File: config.mk
export PLATFORM = sky130hd
export DESIGN_NAME = magnetometer_minmax_calibration
export DESIGN_NICKNAME = d
export VERILOG_FILES = /design/src/mmc_pkg.sv /design/src/mmc_divider.sv /design/src/mmc_corrector.sv /design/src/magnetometer_minmax_calibration.sv
export SDC_FILE = /design/constraint.sdc
export NUM_CORES = 2
export LEC_CHECK = 0
export BUFFER_PORTS_ARGS = -buffer_cell sky130_fd_sc_hd__buf_2
export CORE_ASPECT_RATIO = 0.6
export CORE_MARGIN = 10
export CORE_UTILIZATION = 40
export CTS_BUF_LIST = sky130_fd_sc_hd__clkbuf_8
export DETAILED_ROUTE_END_ITERATION = 10
export GPL_TIMING_DRIVEN = 0
export PLACE_DENSITY_LB_ADDON = 0.2
export RECOVER_POWER = 50
export SYNTH_ARGS = -nofsm -noshare
export SYNTH_HDL_FRONTEND = slang
export SYNTH_SLANG_ARGS = --single-unit
File: constraint.sdc
create_clock -name i_clk -period 23.5 [get_ports i_clk]
set_input_delay 4.7 -clock i_clk [delete_from_list [all_inputs] [get_ports i_clk]]
set_output_delay 4.7 -clock i_clk [all_outputs]
set_load 0.05 [all_outputs]
File: src/mmc_pkg.sv
// ----------------------------------------------------------------------------
// mmc_pkg: shared definitions for the magnetometer min/max calibration block
// Widths, field codes, fixed-point settings and the request and response
// types that pass between the sequencer and the correction unit.
// ----------------------------------------------------------------------------
package mmc_pkg;

    localparam int SCALE_FRACTION_BITS  = 16;
    localparam int OUTPUT_FRACTION_BITS = 4;

    localparam int MODE_W    = 2;
    localparam int SAMPLE_W  = 16;
    localparam int COUNT_W   = 16;
    localparam int OFFSET_W  = SAMPLE_W + 1;
    localparam int RANGE_W   = SAMPLE_W + 1;
    localparam int SUM_W     = RANGE_W + 2;
    localparam int SCALE_W   = 24;
    localparam int OUT_W     = 24;
    localparam int STATUS_W  = 2;
    localparam int AXIS_W    = 2;
    localparam int NUM_AXES  = 3;

    localparam int DIFF_W      = SAMPLE_W + 2;
    localparam int PROD_W      = DIFF_W + SCALE_W + 1;
    localparam int ROUND_SHIFT = 1 + SCALE_FRACTION_BITS - OUTPUT_FRACTION_BITS;

    localparam int DIVIDEND_W = SUM_W + SCALE_FRACTION_BITS + 1;
    localparam int DIVISOR_W  = RANGE_W + 2;
    localparam int DIV_CNT_W  = $clog2(DIVIDEND_W + 1);

    localparam int APB_DATA_W = 32;
    localparam int APB_ADDR_W = 3;

    localparam logic [MODE_W-1:0] MODE_SAMPLE = 2'd0;
    localparam logic [MODE_W-1:0] MODE_START  = 2'd1;
    localparam logic [MODE_W-1:0] MODE_FINISH = 2'd2;

    localparam logic [STATUS_W-1:0] STATUS_NONE  = 2'd0;
    localparam logic [STATUS_W-1:0] STATUS_OK    = 2'd1;
    localparam logic [STATUS_W-1:0] STATUS_SHORT = 2'd2;

    localparam logic [COUNT_W-1:0] MIN_COUNT_RESET = 16'd10;
    localparam logic [SCALE_W-1:0] SCALE_UNITY     = SCALE_W'(1) << SCALE_FRACTION_BITS;
    localparam logic [SCALE_W-1:0] SCALE_MAX       = '1;

    localparam logic [AXIS_W-1:0] AXIS_X = 2'd0;
    localparam logic [AXIS_W-1:0] AXIS_Z = 2'd2;

    typedef logic [AXIS_W-1:0] t_axis;

    typedef struct packed {
        logic                        valid;
        t_axis                       axis;
        logic                        cal_valid;
        logic signed [SAMPLE_W-1:0]  raw;
        logic signed [OFFSET_W-1:0]  offset;
        logic        [SCALE_W-1:0]   scale;
    } t_corr_req;

    typedef struct packed {
        logic                     valid;
        t_axis                    axis;
        logic signed [OUT_W-1:0]  value;
    } t_corr_rsp;

endpackage

File: src/mmc_divider.sv
// ----------------------------------------------------------------------------
// mmc_divider: radix-2 restoring divider
// Produces one quotient bit per cycle; the dividend register shifts the
// quotient in from the bottom as the dividend bits leave at the top.
// ----------------------------------------------------------------------------
module mmc_divider (
    input  logic                               i_clk,
    input  logic                               i_rst_n,
    input  logic                               i_start,
    input  logic [mmc_pkg::DIVIDEND_W-1:0]     i_dividend,
    input  logic [mmc_pkg::DIVISOR_W-1:0]      i_divisor,
    output logic                               o_done,
    output logic [mmc_pkg::DIVIDEND_W-1:0]     o_quotient
);
    import mmc_pkg::*;

    logic                    r_busy;
    logic                    r_done;
    logic [DIV_CNT_W-1:0]    r_cnt;
    logic [DIVIDEND_W-1:0]   r_quo;
    logic [DIVISOR_W-1:0]    r_rem;
    logic [DIVISOR_W-1:0]    r_div;

    logic [DIVISOR_W:0]      w_rem_shift;
    logic                    w_fits;
    logic [DIVISOR_W:0]      w_rem_next;

    always_comb begin
        w_rem_shift = {r_rem, r_quo[DIVIDEND_W-1]};
        w_fits      = w_rem_shift >= {1'b0, r_div};
        w_rem_next  = w_fits ? (w_rem_shift - {1'b0, r_div}) : w_rem_shift;
    end

    always_ff @(posedge i_clk) begin
        if (!i_rst_n) begin
            r_busy <= 1'b0;
            r_done <= 1'b0;
            r_cnt  <= '0;
        end else begin
            r_done <= 1'b0;
            if (i_start) begin
                r_busy <= 1'b1;
                r_cnt  <= DIV_CNT_W'(DIVIDEND_W);
            end else if (r_busy) begin
                r_cnt <= r_cnt - DIV_CNT_W'(1);
                if (r_cnt == DIV_CNT_W'(1)) begin
                    r_busy <= 1'b0;
                    r_done <= 1'b1;
                end
            end
        end
    end

    always_ff @(posedge i_clk) begin
        if (i_start) begin
            r_quo <= i_dividend;
            r_rem <= '0;
            r_div <= i_divisor;
        end else if (r_busy) begin
            r_quo <= {r_quo[DIVIDEND_W-2:0], w_fits};
            r_rem <= w_rem_next[DIVISOR_W-1:0];
        end
    end

    assign o_done     = r_done;
    assign o_quotient = r_quo;

endmodule

File: src/mmc_corrector.sv
// ----------------------------------------------------------------------------
// mmc_corrector: shared per-axis correction unit
// Two stages: offset removal and scale multiply, then rounding and saturation
// (or raw pass-through when uncalibrated). One axis may enter every cycle.
// ----------------------------------------------------------------------------
module mmc_corrector (
    input  logic                 i_clk,
    input  logic                 i_rst_n,
    input  mmc_pkg::t_corr_req   i_req,
    output mmc_pkg::t_corr_rsp   o_rsp
);
    import mmc_pkg::*;

    logic signed [DIFF_W-1:0]    w_diff;
    logic signed [PROD_W-1:0]    w_prod;

    logic                        r_s1_valid;
    t_axis                       r_s1_axis;
    logic                        r_s1_bypass;
    logic signed [SAMPLE_W-1:0]  r_s1_raw;
    logic signed [PROD_W-1:0]    r_s1_prod;

    logic [PROD_W-1:0]           w_mag;
    logic [PROD_W-1:0]           w_rnd;
    logic signed [OUT_W-1:0]     w_value;

    logic                        r_s2_valid;
    t_axis                       r_s2_axis;
    logic signed [OUT_W-1:0]     r_s2_value;

    always_comb begin
        w_diff = (DIFF_W'(i_req.raw) <<< 1) - DIFF_W'(i_req.offset);
        w_prod = w_diff * $signed({1'b0, i_req.scale});
    end

    always_comb begin
        w_mag = r_s1_prod[PROD_W-1] ? PROD_W'(-r_s1_prod) : PROD_W'(r_s1_prod);
        w_rnd = (w_mag + (PROD_W'(1) << (ROUND_SHIFT - 1))) >> ROUND_SHIFT;
        if (r_s1_bypass) begin
            w_value = OUT_W'(r_s1_raw) <<< OUTPUT_FRACTION_BITS;
        end else if (!r_s1_prod[PROD_W-1]) begin
            if (w_rnd > PROD_W'((64'd1 << (OUT_W - 1)) - 64'd1)) begin
                w_value = {1'b0, {(OUT_W-1){1'b1}}};
            end else begin
                w_value = w_rnd[OUT_W-1:0];
            end
        end else begin
            if (w_rnd > PROD_W'(64'd1 << (OUT_W - 1))) begin
                w_value = {1'b1, {(OUT_W-1){1'b0}}};
            end else begin
                w_value = OUT_W'(-w_rnd);
            end
        end
    end

    always_ff @(posedge i_clk) begin
        if (!i_rst_n) begin
            r_s1_valid <= 1'b0;
            r_s2_valid <= 1'b0;
        end else begin
            r_s1_valid <= i_req.valid;
            r_s2_valid <= r_s1_valid;
        end
    end

    always_ff @(posedge i_clk) begin
        r_s1_axis   <= i_req.axis;
        r_s1_bypass <= !i_req.cal_valid;
        r_s1_raw    <= i_req.raw;
        r_s1_prod   <= w_prod;
        r_s2_axis   <= r_s1_axis;
        r_s2_value  <= w_value;
    end

    always_comb begin
        o_rsp.valid = r_s2_valid;
        o_rsp.axis  = r_s2_axis;
        o_rsp.value = r_s2_value;
    end

endmodule

File: src/magnetometer_minmax_calibration.sv
// ----------------------------------------------------------------------------
// magnetometer_minmax_calibration: hard- and soft-iron min/max calibration
//
// Channel   Dir  Fields (lowest bit first)
// s_axis    in   tdata: sample_x, sample_y, sample_z; tuser: mode
// m_axis    out  tdata: corrected_x/y/z; tuser: finish_status, calibrated_flag,
//                calibrating_flag
// apb       in   min_sample_count at byte address 0
//
// A beat goes from acceptance to its result beat through one state update,
// three passes through the shared correction multiplier and its two-stage
// pipeline, and the output load. An accepted finish adds three axis scales,
// each a run of the serial divider, or set directly when no division is needed.
// Reset is synchronous and needs no clearing pass. A stalled result beat
// holds the output register; the next beat is taken once the block is idle.
// ----------------------------------------------------------------------------
module magnetometer_minmax_calibration (
    input  logic                             i_clk,
    input  logic                             i_rst_n,
    input  logic                             s_axis_tvalid,
    output logic                             s_axis_tready,
    input  logic [47:0]                      s_axis_tdata,   // sample_x, sample_y, sample_z
    input  logic [1:0]                       s_axis_tuser,   // mode
    output logic                             m_axis_tvalid,
    input  logic                             m_axis_tready,
    output logic [71:0]                      m_axis_tdata,   // corrected_x, _y, _z
    output logic [3:0]                       m_axis_tuser,   // status, calibrated, calibrating
    input  logic                             psel,
    input  logic                             penable,
    input  logic                             pwrite,
    input  logic [mmc_pkg::APB_ADDR_W-1:0]   paddr,
    input  logic [mmc_pkg::APB_DATA_W-1:0]   pwdata,
    output logic [mmc_pkg::APB_DATA_W-1:0]   prdata,
    output logic                             pready
);
    import mmc_pkg::*;

    typedef enum logic [6:0] {
        S_IDLE      = 7'b0000001,
        S_UPDATE    = 7'b0000010,
        S_DIV_SETUP = 7'b0000100,
        S_DIV_WAIT  = 7'b0001000,
        S_CORRECT   = 7'b0010000,
        S_DRAIN     = 7'b0100000,
        S_DONE      = 7'b1000000
    } t_state;

    t_state                       r_state, n_state;

    logic [COUNT_W-1:0]           r_min_count;
    logic [MODE_W-1:0]            r_mode;
    logic signed [SAMPLE_W-1:0]   r_sample [NUM_AXES];
    logic signed [SAMPLE_W-1:0]   r_min    [NUM_AXES];
    logic signed [SAMPLE_W-1:0]   r_max    [NUM_AXES];
    logic signed [OFFSET_W-1:0]   r_offset [NUM_AXES];
    logic        [SCALE_W-1:0]    r_scale  [NUM_AXES];
    logic signed [OUT_W-1:0]      r_res    [NUM_AXES];
    logic [COUNT_W-1:0]           r_count;
    logic                         r_collecting;
    logic                         r_cal_valid;
    logic [STATUS_W-1:0]          r_status;
    t_axis                        r_axis;
    logic                         r_m_valid;
    logic [71:0]                  r_m_data;
    logic [3:0]                   r_m_user;

    logic signed [RANGE_W-1:0]    w_range [NUM_AXES];
    logic signed [SUM_W-1:0]      w_sum;
    logic signed [RANGE_W-1:0]    w_range_cur;
    logic [RANGE_W-2:0]           w_range_u;
    logic [SUM_W-2:0]             w_sum_u;
    logic                         w_need_div;
    logic                         w_sum_pos;
    logic [DIVIDEND_W-1:0]        w_dividend;
    logic [DIVISOR_W-1:0]         w_divisor;
    logic                         w_div_start;
    logic                         w_div_done;
    logic [DIVIDEND_W-1:0]        w_quotient;
    logic [SCALE_W-1:0]           w_quot_sat;
    logic                         w_in_fire;
    logic                         w_out_fire;
    logic                         w_out_load;
    logic                         w_cfg_wr;
    t_corr_req                    w_req;
    t_corr_rsp                    w_rsp;

    assign w_in_fire  = s_axis_tvalid && s_axis_tready;
    assign w_out_fire = r_m_valid && m_axis_tready;
    assign w_out_load = (r_state == S_DONE) && (!r_m_valid || m_axis_tready);
    assign w_cfg_wr   = psel && penable && pwrite && pready && !paddr[2];

    always_comb begin
        w_sum = '0;
        for (int i = 0; i < NUM_AXES; i++) begin
            w_range[i] = RANGE_W'(r_max[i]) - RANGE_W'(r_min[i]);
            w_sum      = w_sum + SUM_W'(w_range[i]);
        end
        w_range_cur = w_range[r_axis];
        w_range_u   = w_range_cur[RANGE_W-2:0];
        w_sum_u     = w_sum[SUM_W-2:0];
        w_sum_pos   = !w_sum[SUM_W-1] && (w_sum != '0);
        w_need_div  = (w_range_cur > RANGE_W'(2)) && w_sum_pos;
        w_dividend  = (DIVIDEND_W'(w_sum_u) << (SCALE_FRACTION_BITS + 1))
                    + DIVIDEND_W'(w_range_u) * DIVIDEND_W'(3);
        w_divisor   = DIVISOR_W'(w_range_u) * DIVISOR_W'(6);
        w_quot_sat  = (w_quotient[DIVIDEND_W-1:SCALE_W] != '0) ? SCALE_MAX
                                                               : w_quotient[SCALE_W-1:0];
        w_div_start = (r_state == S_DIV_SETUP) && w_need_div;
    end

    always_comb begin
        w_req.valid     = (r_state == S_CORRECT);
        w_req.axis      = r_axis;
        w_req.cal_valid = r_cal_valid;
        w_req.raw       = r_sample[r_axis];
        w_req.offset    = r_offset[r_axis];
        w_req.scale     = r_scale[r_axis];
    end

    mmc_divider u_divider (
        .i_clk      (i_clk),
        .i_rst_n    (i_rst_n),
        .i_start    (w_div_start),
        .i_dividend (w_dividend),
        .i_divisor  (w_divisor),
        .o_done     (w_div_done),
        .o_quotient (w_quotient)
    );

    mmc_corrector u_corrector (
        .i_clk   (i_clk),
        .i_rst_n (i_rst_n),
        .i_req   (w_req),
        .o_rsp   (w_rsp)
    );

    always_comb begin
        n_state = r_state;
        case (r_state)
            S_IDLE: begin
                if (w_in_fire) n_state = S_UPDATE;
            end
            S_UPDATE: begin
                if (r_mode == MODE_FINISH && r_count >= r_min_count) begin
                    n_state = S_DIV_SETUP;
                end else begin
                    n_state = S_CORRECT;
                end
            end
            S_DIV_SETUP: begin
                if (w_need_div) begin
                    n_state = S_DIV_WAIT;
                end else if (r_axis == AXIS_Z) begin
                    n_state = S_CORRECT;
                end
            end
            S_DIV_WAIT: begin
                if (w_div_done) begin
                    n_state = (r_axis == AXIS_Z) ? S_CORRECT : S_DIV_SETUP;
                end
            end
            S_CORRECT: begin
                if (r_axis == AXIS_Z) n_state = S_DRAIN;
            end
            S_DRAIN: begin
                if (w_rsp.valid && w_rsp.axis == AXIS_Z) n_state = S_DONE;
            end
            S_DONE: begin
                if (w_out_load) n_state = S_IDLE;
            end
            default: n_state = S_IDLE;
        endcase
    end

    always_ff @(posedge i_clk) begin
        if (!i_rst_n) begin
            r_state      <= S_IDLE;
            r_min_count  <= MIN_COUNT_RESET;
            r_count      <= '0;
            r_collecting <= 1'b0;
            r_cal_valid  <= 1'b0;
            r_axis       <= AXIS_X;
            r_m_valid    <= 1'b0;
            for (int i = 0; i < NUM_AXES; i++) begin
                r_min[i]    <= {1'b0, {(SAMPLE_W-1){1'b1}}};
                r_max[i]    <= {1'b1, {(SAMPLE_W-1){1'b0}}};
                r_offset[i] <= '0;
                r_scale[i]  <= SCALE_UNITY;
            end
        end else begin
            r_state <= n_state;
            if (w_cfg_wr) r_min_count <= pwdata[COUNT_W-1:0];

            if (w_out_load) begin
                r_m_valid <= 1'b1;
            end else if (w_out_fire) begin
                r_m_valid <= 1'b0;
            end

            case (r_state)
                S_UPDATE: begin
                    r_axis <= AXIS_X;
                    case (r_mode)
                        MODE_START: begin
                            for (int i = 0; i < NUM_AXES; i++) begin
                                r_min[i] <= {1'b0, {(SAMPLE_W-1){1'b1}}};
                                r_max[i] <= {1'b1, {(SAMPLE_W-1){1'b0}}};
                            end
                            r_count      <= '0;
                            r_collecting <= 1'b1;
                            r_cal_valid  <= 1'b0;
                        end
                        MODE_FINISH: begin
                            r_collecting <= 1'b0;
                            if (r_count < r_min_count) begin
                                r_cal_valid <= 1'b0;
                            end else begin
                                r_cal_valid <= 1'b1;
                                for (int i = 0; i < NUM_AXES; i++) begin
                                    r_offset[i] <= OFFSET_W'(r_max[i]) + OFFSET_W'(r_min[i]);
                                end
                            end
                        end
                        MODE_SAMPLE: begin
                            if (r_collecting) begin
                                for (int i = 0; i < NUM_AXES; i++) begin
                                    if (r_sample[i] < r_min[i]) r_min[i] <= r_sample[i];
                                    if (r_sample[i] > r_max[i]) r_max[i] <= r_sample[i];
                                end
                                if (r_count != '1) r_count <= r_count + COUNT_W'(1);
                            end
                        end
                        default: ;
                    endcase
                end
                S_DIV_SETUP: begin
                    if (!w_need_div) begin
                        r_scale[r_axis] <= (w_range_cur > RANGE_W'(2)) ? '0 : SCALE_UNITY;
                        r_axis <= (r_axis == AXIS_Z) ? AXIS_X : r_axis + t_axis'(1);
                    end
                end
                S_DIV_WAIT: begin
                    if (w_div_done) begin
                        r_scale[r_axis] <= w_quot_sat;
                        r_axis <= (r_axis == AXIS_Z) ? AXIS_X : r_axis + t_axis'(1);
                    end
                end
                S_CORRECT: begin
                    r_axis <= (r_axis == AXIS_Z) ? AXIS_X : r_axis + t_axis'(1);
                end
                default: ;
            endcase
        end
    end

    always_ff @(posedge i_clk) begin
        if (w_in_fire) begin
            r_mode      <= s_axis_tuser;
            r_sample[0] <= s_axis_tdata[15:0];
            r_sample[1] <= s_axis_tdata[31:16];
            r_sample[2] <= s_axis_tdata[47:32];
        end
        if (r_state == S_UPDATE) begin
            if (r_mode == MODE_FINISH) begin
                r_status <= (r_count < r_min_count) ? STATUS_SHORT : STATUS_OK;
            end else begin
                r_status <= STATUS_NONE;
            end
        end
        if (w_rsp.valid) r_res[w_rsp.axis] <= w_rsp.value;
        if (w_out_load) begin
            r_m_data <= {r_res[2], r_res[1], r_res[0]};
            r_m_user <= {r_collecting, r_cal_valid, r_status};
        end
    end

    assign s_axis_tready = (r_state == S_IDLE);
    assign m_axis_tvalid = r_m_valid;
    assign m_axis_tdata  = r_m_data;
    assign m_axis_tuser  = r_m_user;
    assign pready        = 1'b1;
    assign prdata        = paddr[2] ? '0 : APB_DATA_W'(r_min_count);

endmodule

# [Word level (Yosys, flattened, before mapping)]
# Memory sizes are Yosys's and may differ from the RTL's. A register that Yosys moved wholly into a read port is not among the register bits.
# Cells that the tools add are included.
# W data, S select, Z words.
[totals] ff_bits=223 ramBits=339 in_bits=92 output_inout_bits=111 elab_cells=262 n_memories=6
[classes] n_addsub=17 multipliers=3 order_cmp=13 n_eq_ne=22 n_mux=125 n_bitwise=19 reduce_logical=31
[mem_list] name="r_res" depth=3 word_bits=24 read_ports=3 rd_clocked_by_memory_dff=3 wr=1 line_no="magnetometer_minmax_calibration.sv:57" source="logic signed [OUT_W-1:0] r_res [NUM_AXES];"
[mem_list] name="r_scale" depth=3 word_bits=24 read_ports=1 rd_clocked_by_memory_dff=1 wr=3 line_no="magnetometer_minmax_calibration.sv:56" source="logic [SCALE_W-1:0] r_scale [NUM_AXES];"
[mem_list] name="r_offset" depth=3 word_bits=17 read_ports=1 rd_clocked_by_memory_dff=1 wr=3 line_no="magnetometer_minmax_calibration.sv:55" source="logic signed [OFFSET_W-1:0] r_offset [NUM_AXES];"
[mem_list] name="r_max" depth=3 word_bits=16 read_ports=3 rd_clocked_by_memory_dff=0 wr=3 line_no="magnetometer_minmax_calibration.sv:54" source="logic signed [SAMPLE_W-1:0] r_max [NUM_AXES];"
[mem_list] name="r_min" depth=3 word_bits=16 read_ports=3 rd_clocked_by_memory_dff=0 wr=3 line_no="magnetometer_minmax_calibration.sv:53" source="logic signed [SAMPLE_W-1:0] r_min [NUM_AXES];"
[mem_list] name="r_sample" depth=3 word_bits=16 read_ports=4 rd_clocked_by_memory_dff=1 wr=3 line_no="magnetometer_minmax_calibration.sv:52" source="logic signed [SAMPLE_W-1:0] r_sample [NUM_AXES];"
[ops] op="$mux W16" count=15
[ops] op="$mux W24" count=7
[ops] op="$mux W17" count=6
[ops] op="$mux W36" count=2
[ops] op="$mux W1" count=65
[ops] op="$lt A16 B16 Y1" count=4
[ops] op="$add A16 B16 Y17" count=3
[ops] op="$sub A16 B16 Y17" count=3
[ops] op="$mux W7" count=7
[ops] op="$pmux W7 S7" count=1
[ops] op="$gt A16 B16 Y1" count=3
[ops] op="$add A43 B13 Y43 const B" count=1
[ops] op="$mul A18 B25 Y43" count=1
[ops] op="$mux W43" count=1
[ops] op="$neg A43 Y43" count=1
[ops] op="$add A35 B18 Y36" count=1
[ops] op="$mul A16 B2 Y18 const B" count=2
[ops] op="$bmux W17 S2" count=1
[ops] op="$pmux W16 S2" count=1
[ops] op="$gt A30 B23 Y1 const B" count=1
[ops] op="$gt A30 B24 Y1 const B" count=1
[ops] op="$neg A24 Y24" count=1
[ops] op="$reduce_or A24 Y1" count=1
[ops] op="$mux W2" count=11
[ops] op="47 further kinds" count=90

# [Longest topological paths before layout]
# An unclocked memory read counts as a cell.
[depth] ltp_word=14 depth_mapped=43 ltp_nobuf=39

# [Cells and area by module]
# A second synthesis with hierarchy kept.
[unflattened] cells_unflattened=5364 hier_area_um2=53342.4
[by_module_without_submodules] module="magnetometer_minmax_calibration" n_inst=1 cells_each=2644 area_each_um2=29030.3 seq_area_each_um2=14223.6
[by_module_without_submodules] module="mmc_corrector" n_inst=1 cells_each=2332 area_each_um2=20034.2 seq_area_each_um2=1801.7
[by_module_without_submodules] module="mmc_divider" n_inst=1 cells_each=388 area_each_um2=4277.9 seq_area_each_um2=2192.1

# [Least setup slack after synthesis]
# Ideal clock, no wire load.
[synth_timing] path_kind="in2out" startpoint="input paddr[2] in the netlist's numbering" endpoint="output prdata[10] in the netlist's numbering" t_arrival_ns=5.725 t_required_ns=18.800 path_slack_ns=13.075 stages=3 path_buffers=2 path_cell_list="clkbuf_1 > clkbuf_1 > nor2_1"
[synth_between] elab_chain_len=1
[synth_rtl] element="start: declaration" line_no="magnetometer_minmax_calibration.sv:31" source="input logic [mmc_pkg::APB_ADDR_W-1:0] paddr,"
[synth_rtl] element="$mux W16" line_no="magnetometer_minmax_calibration.sv:282" source="assign prdata = paddr[2] ? '0 : APB_DATA_W'(r_min_count);"
[synth_rtl] element="end: declaration" line_no="magnetometer_minmax_calibration.sv:33" source="output logic [mmc_pkg::APB_DATA_W-1:0] prdata,"
# Every way passes these cells.

==> metrics.log <==
[metrics] highest achievable clock rate: 66.86 MHz
[metrics] min-delay worst type: reg2reg
[metrics] Routed Antenna Nets: 0
[metrics] starting density of the core: 40.31%
[metrics] antenna violations before repair: 8
[metrics] total of cells resized after clock tree synthesis: 0
[metrics] total negative slack: 0 ns
[metrics] vias after detailed routing: 39190
[metrics] Max Root-Sink Buffers: 3
[metrics] total of fill cells in the finished design: 12490
[metrics] IO Pins: 203
[metrics] setup violators final: 0
[metrics] relative max-transition margin: -99.25%
[metrics] vias in the first global route: 38020
[metrics] placed instance count: 7147
[metrics] number of nets in the layout: 6482
[metrics] number of buffers and inverters on the critical path: 6
[metrics] element type at the critical path end: register
[metrics] commonest cells after routing, fill and taps aside: 735 x sky130_fd_sc_hd__inv_1, 531 x sky130_fd_sc_hd__nand2_1, 497 x sky130_fd_sc_hd__edfxtp_1, 459 x sky130_fd_sc_hd__nor2_1, 457 x sky130_fd_sc_hd__ha_1
[metrics] largest stage delay on the critical path: 0.94 ns
[metrics] Least-Margin Pin Slew: 2.957 ns
[metrics] status: finished, violations left
[metrics] number of clock sinks seen by CTS: 660
[metrics] area grow syn2layout: 10.59%
[metrics] flops & latches, synth: 660
[metrics] pin count of the biggest net entering global routing: 40
[metrics] die height: 299.3 um
[metrics] drt via density: 5.330
[metrics] async set-reset flop share out of synthesis: 0%
[metrics] most frequently used flop master after synthesis: sky130_fd_sc_hd__edfxtp_1
[metrics] die area: 0.1453 mm2
[metrics] Final Util: 44.58%
[metrics] biggest area consumer among synthesized cells: sky130_fd_sc_hd__edfxtp_1
[metrics] overall fraction of global-route tracks in use: 21.83%
[metrics] combined area of the multi-input logic cells: 0.03041 mm2
[metrics] quantity of I/O buffers inserted on ports: 166
[metrics] max-slew violation total from the final report: 201
[metrics] Initial DRC Count: 4256
[metrics] ranking of synthesized cells by area: sky130_fd_sc_hd__edfxtp_1 29%, sky130_fd_sc_hd__fa_1 15%, sky130_fd_sc_hd__ha_1 11%, sky130_fd_sc_hd__dfxtp_1 6.3%, sky130_fd_sc_hd__inv_1 5.0%
[metrics] weighted congestion reported at the end of routability-driven placement: 0.9607
[metrics] critical path fanouts, max: 10
[metrics] most common library cell in the layout ignoring fill and taps: sky130_fd_sc_hd__inv_1
[metrics] kind of critical path: reg2reg
[metrics] routed length per placed instance: 22.02 um
[metrics] maxcap violations: 9
[metrics] core area: 0.1290 mm2
[metrics] Site Rows: 102
[metrics] first-pass GRT wire length: 243.8 mm
[metrics] area taken by flip-flops and latches: 0.01819 mm2
[metrics] average cell area after synthesis: 9.929 um2
[metrics] count of cell types in the netlist: 102
[metrics] slowest library cell on the worst path: sky130_fd_sc_hd__o41ai_1
[metrics] violations in the final reports: max-capacitance violations, max-slew violations
[metrics] clk_lat worst skew: 0.89 ns
[metrics] Clock Root Buffer: sky130_fd_sc_hd__clkbuf_8
[metrics] final-report hold violation count: 0
[metrics] final routed wirelength across all metal layers: 161.9 mm
[metrics] number of setup buffers added after CTS: 0
[metrics] final clock skew: 0.09233 ns
[metrics] family with the most delay on the worst path: compound AO/OA/AOI/OAI gates
[metrics] number of flops mapped to enable cells by yosys: 497
[metrics] clock period minus final worst setup slack: 14.96 ns
[metrics] most numerous cell on the critical path: sky130_fd_sc_hd__fa_1
[metrics] hold buffer count at cts: 0
[metrics] CP required: 24.19 ns
[metrics] number of warnings reported in the yosys synthesis log: 0
[metrics] floorplan die width: 485.5 um
[metrics] share of the cycle needed by the critical path after routing: 63.64%
[metrics] number of detailed-routing iterations run before antenna repair: 6
[metrics] area share of the largest cell type after synthesis: 28.70%
[metrics] Worst setup SP type: register
[metrics] unrepaired setup endpoints after global routing: false
[metrics] residual overflow from global routing: 0
[metrics] Num CTS Buffers: 107
[metrics] TritonCTS clock tree: yes
[metrics] number of H-tree levels: 3
[metrics] signal arrival time at the worst endpoint: 15.65 ns
[metrics] placed wire-length estimate after detailed placement: 131.9 mm
[metrics] share of post-route cells with drive strength above 1: 8.114%
[metrics] Synth Instances: 5238
[metrics] post-synthesis instance area: 0.05201 mm2
[metrics] DRC Markers: 0
[metrics] number of standard cells in the final layout excluding fillers: 7352
[metrics] part of the Yosys area used for sequential elements: 34.97%
[metrics] CTS clk-pin slew, worst paths: 0.07 ns
## final cells by class
type,instances,area share (%)
Multi-Input combinational cell,3679,52.88
Sequential cell,660,31.62
Inverter,693,4.523
Tap cell,1716,3.733
Clock buffer,112,2.680
Timing Repair Buffer,178,1.645
Buffer,221,1.612
Clock inverter,89,1.290
Antenna cell,4,0.01740
## routing by layer
metal / GRT usage (%) / part of all wire, % / wire, um
met2: 27.05 / 36 / 57900
met4: 4.295 / 1.7 / 2829
met5: 0.9878 / 0.13 / 204
met3: 6.636 / 11 / 17640
met1: 35.71 / 51 / 83300
## cell usage after synthesis, types with 10 or more instances
| master | number |
|---|---|
| sky130_fd_sc_hd__nand2_1 | 531 |
| sky130_fd_sc_hd__o21bai_1 | 44 |
| sky130_fd_sc_hd__a31oi_1 | 20 |
| sky130_fd_sc_hd__ha_1 | 457 |
| sky130_fd_sc_hd__mux2_2 | 13 |
| sky130_fd_sc_hd__edfxtp_1 | 497 |
| sky130_fd_sc_hd__buf_1 | 22 |
| sky130_fd_sc_hd__or2_2 | 21 |
| sky130_fd_sc_hd__o21ai_0 | 190 |
| sky130_fd_sc_hd__buf_4 | 17 |
| sky130_fd_sc_hd__nand2b_1 | 94 |
| sky130_fd_sc_hd__nor3b_1 | 11 |
| sky130_fd_sc_hd__and2_1 | 132 |
| sky130_fd_sc_hd__or3_1 | 25 |
| sky130_fd_sc_hd__nor2b_1 | 47 |
| sky130_fd_sc_hd__inv_1 | 693 |
| sky130_fd_sc_hd__a21o_1 | 90 |
| sky130_fd_sc_hd__o211ai_1 | 23 |
| sky130_fd_sc_hd__o21a_1 | 39 |
| sky130_fd_sc_hd__and3_1 | 25 |
| sky130_fd_sc_hd__fa_1 | 393 |
| sky130_fd_sc_hd__o31ai_1 | 12 |
| sky130_fd_sc_hd__a31o_2 | 21 |
| sky130_fd_sc_hd__nand3b_1 | 10 |
| sky130_fd_sc_hd__dfxtp_1 | 163 |
| sky130_fd_sc_hd__mux2i_1 | 74 |
| sky130_fd_sc_hd__a211oi_1 | 37 |
| sky130_fd_sc_hd__nor3_1 | 58 |
| sky130_fd_sc_hd__o22ai_1 | 10 |
| sky130_fd_sc_hd__mux4_2 | 19 |
| sky130_fd_sc_hd__clkbuf_1 | 176 |
| sky130_fd_sc_hd__a211o_1 | 12 |
| sky130_fd_sc_hd__nor2_1 | 459 |
| sky130_fd_sc_hd__xnor2_1 | 173 |
| sky130_fd_sc_hd__xor2_1 | 90 |
| sky130_fd_sc_hd__a21oi_1 | 241 |
| sky130_fd_sc_hd__nand4_1 | 38 |
| sky130_fd_sc_hd__nand3_1 | 70 |
| sky130_fd_sc_hd__nor4_1 | 18 |
| sky130_fd_sc_hd__or4_1 | 11 |
## worst paths after layout
path	endpoint	slack, ns	startpoint	depth (start not counted)
max	u_corrector.r_s1_prod[42]	8.54	register	35
min	u_corrector.r_s2_axis[0]	0.33	u_corrector.r_s1_axis[0]	0
max reg2reg	u_corrector.r_s1_prod[42]	8.54	register	35
min reg2reg	u_corrector.r_s2_axis[0]	0.33	u_corrector.r_s1_axis[0]	0
## per-stage QoR
stage | hold WS, ns | cell area [um2] | setup slack (ns)
after floorplan | 0.3096 | 52070 | 13.07
after global placement | 0.3158 | 55040 | 8.575
after detailed placement | 0.3184 | 55310 | 8.489
after CTS | 0.3315 | 57600 | 8.416
after global routing | 0.3406 | 57510 | 7.942
final | 0.3291 | 57520 | 8.544
## kinds of logic after synthesis
family | share of synthesized area, %
AOI/OAI and AO/OA | 10.68
xor gates and xnor gates | 4.523
adders and majority gates | 26.12
buffers and inverters | 6.782
other | 0.01444
muxes | 2.528
DFF | 34.97
and+or+nand+nor | 14.39
## state kept, by name, indices dropped and copies added, names as in the netlist, 24 cells and up, named ones only
| signal | count |
|---|---|
| r_scale | 96 |
| m_axis_tdata | 72 |
| r_res | 72 |
| r_offset | 51 |
| r_max | 48 |
| r_min | 48 |
| r_sample | 48 |
| u_corrector.r_s1_prod | 43 |
| u_divider.o_quotient | 36 |
| u_corrector.r_s2_value | 24 |
Power is not shown: default switching activity piles up to over one toggle a cycle in this logic, so the estimate is an artifact.
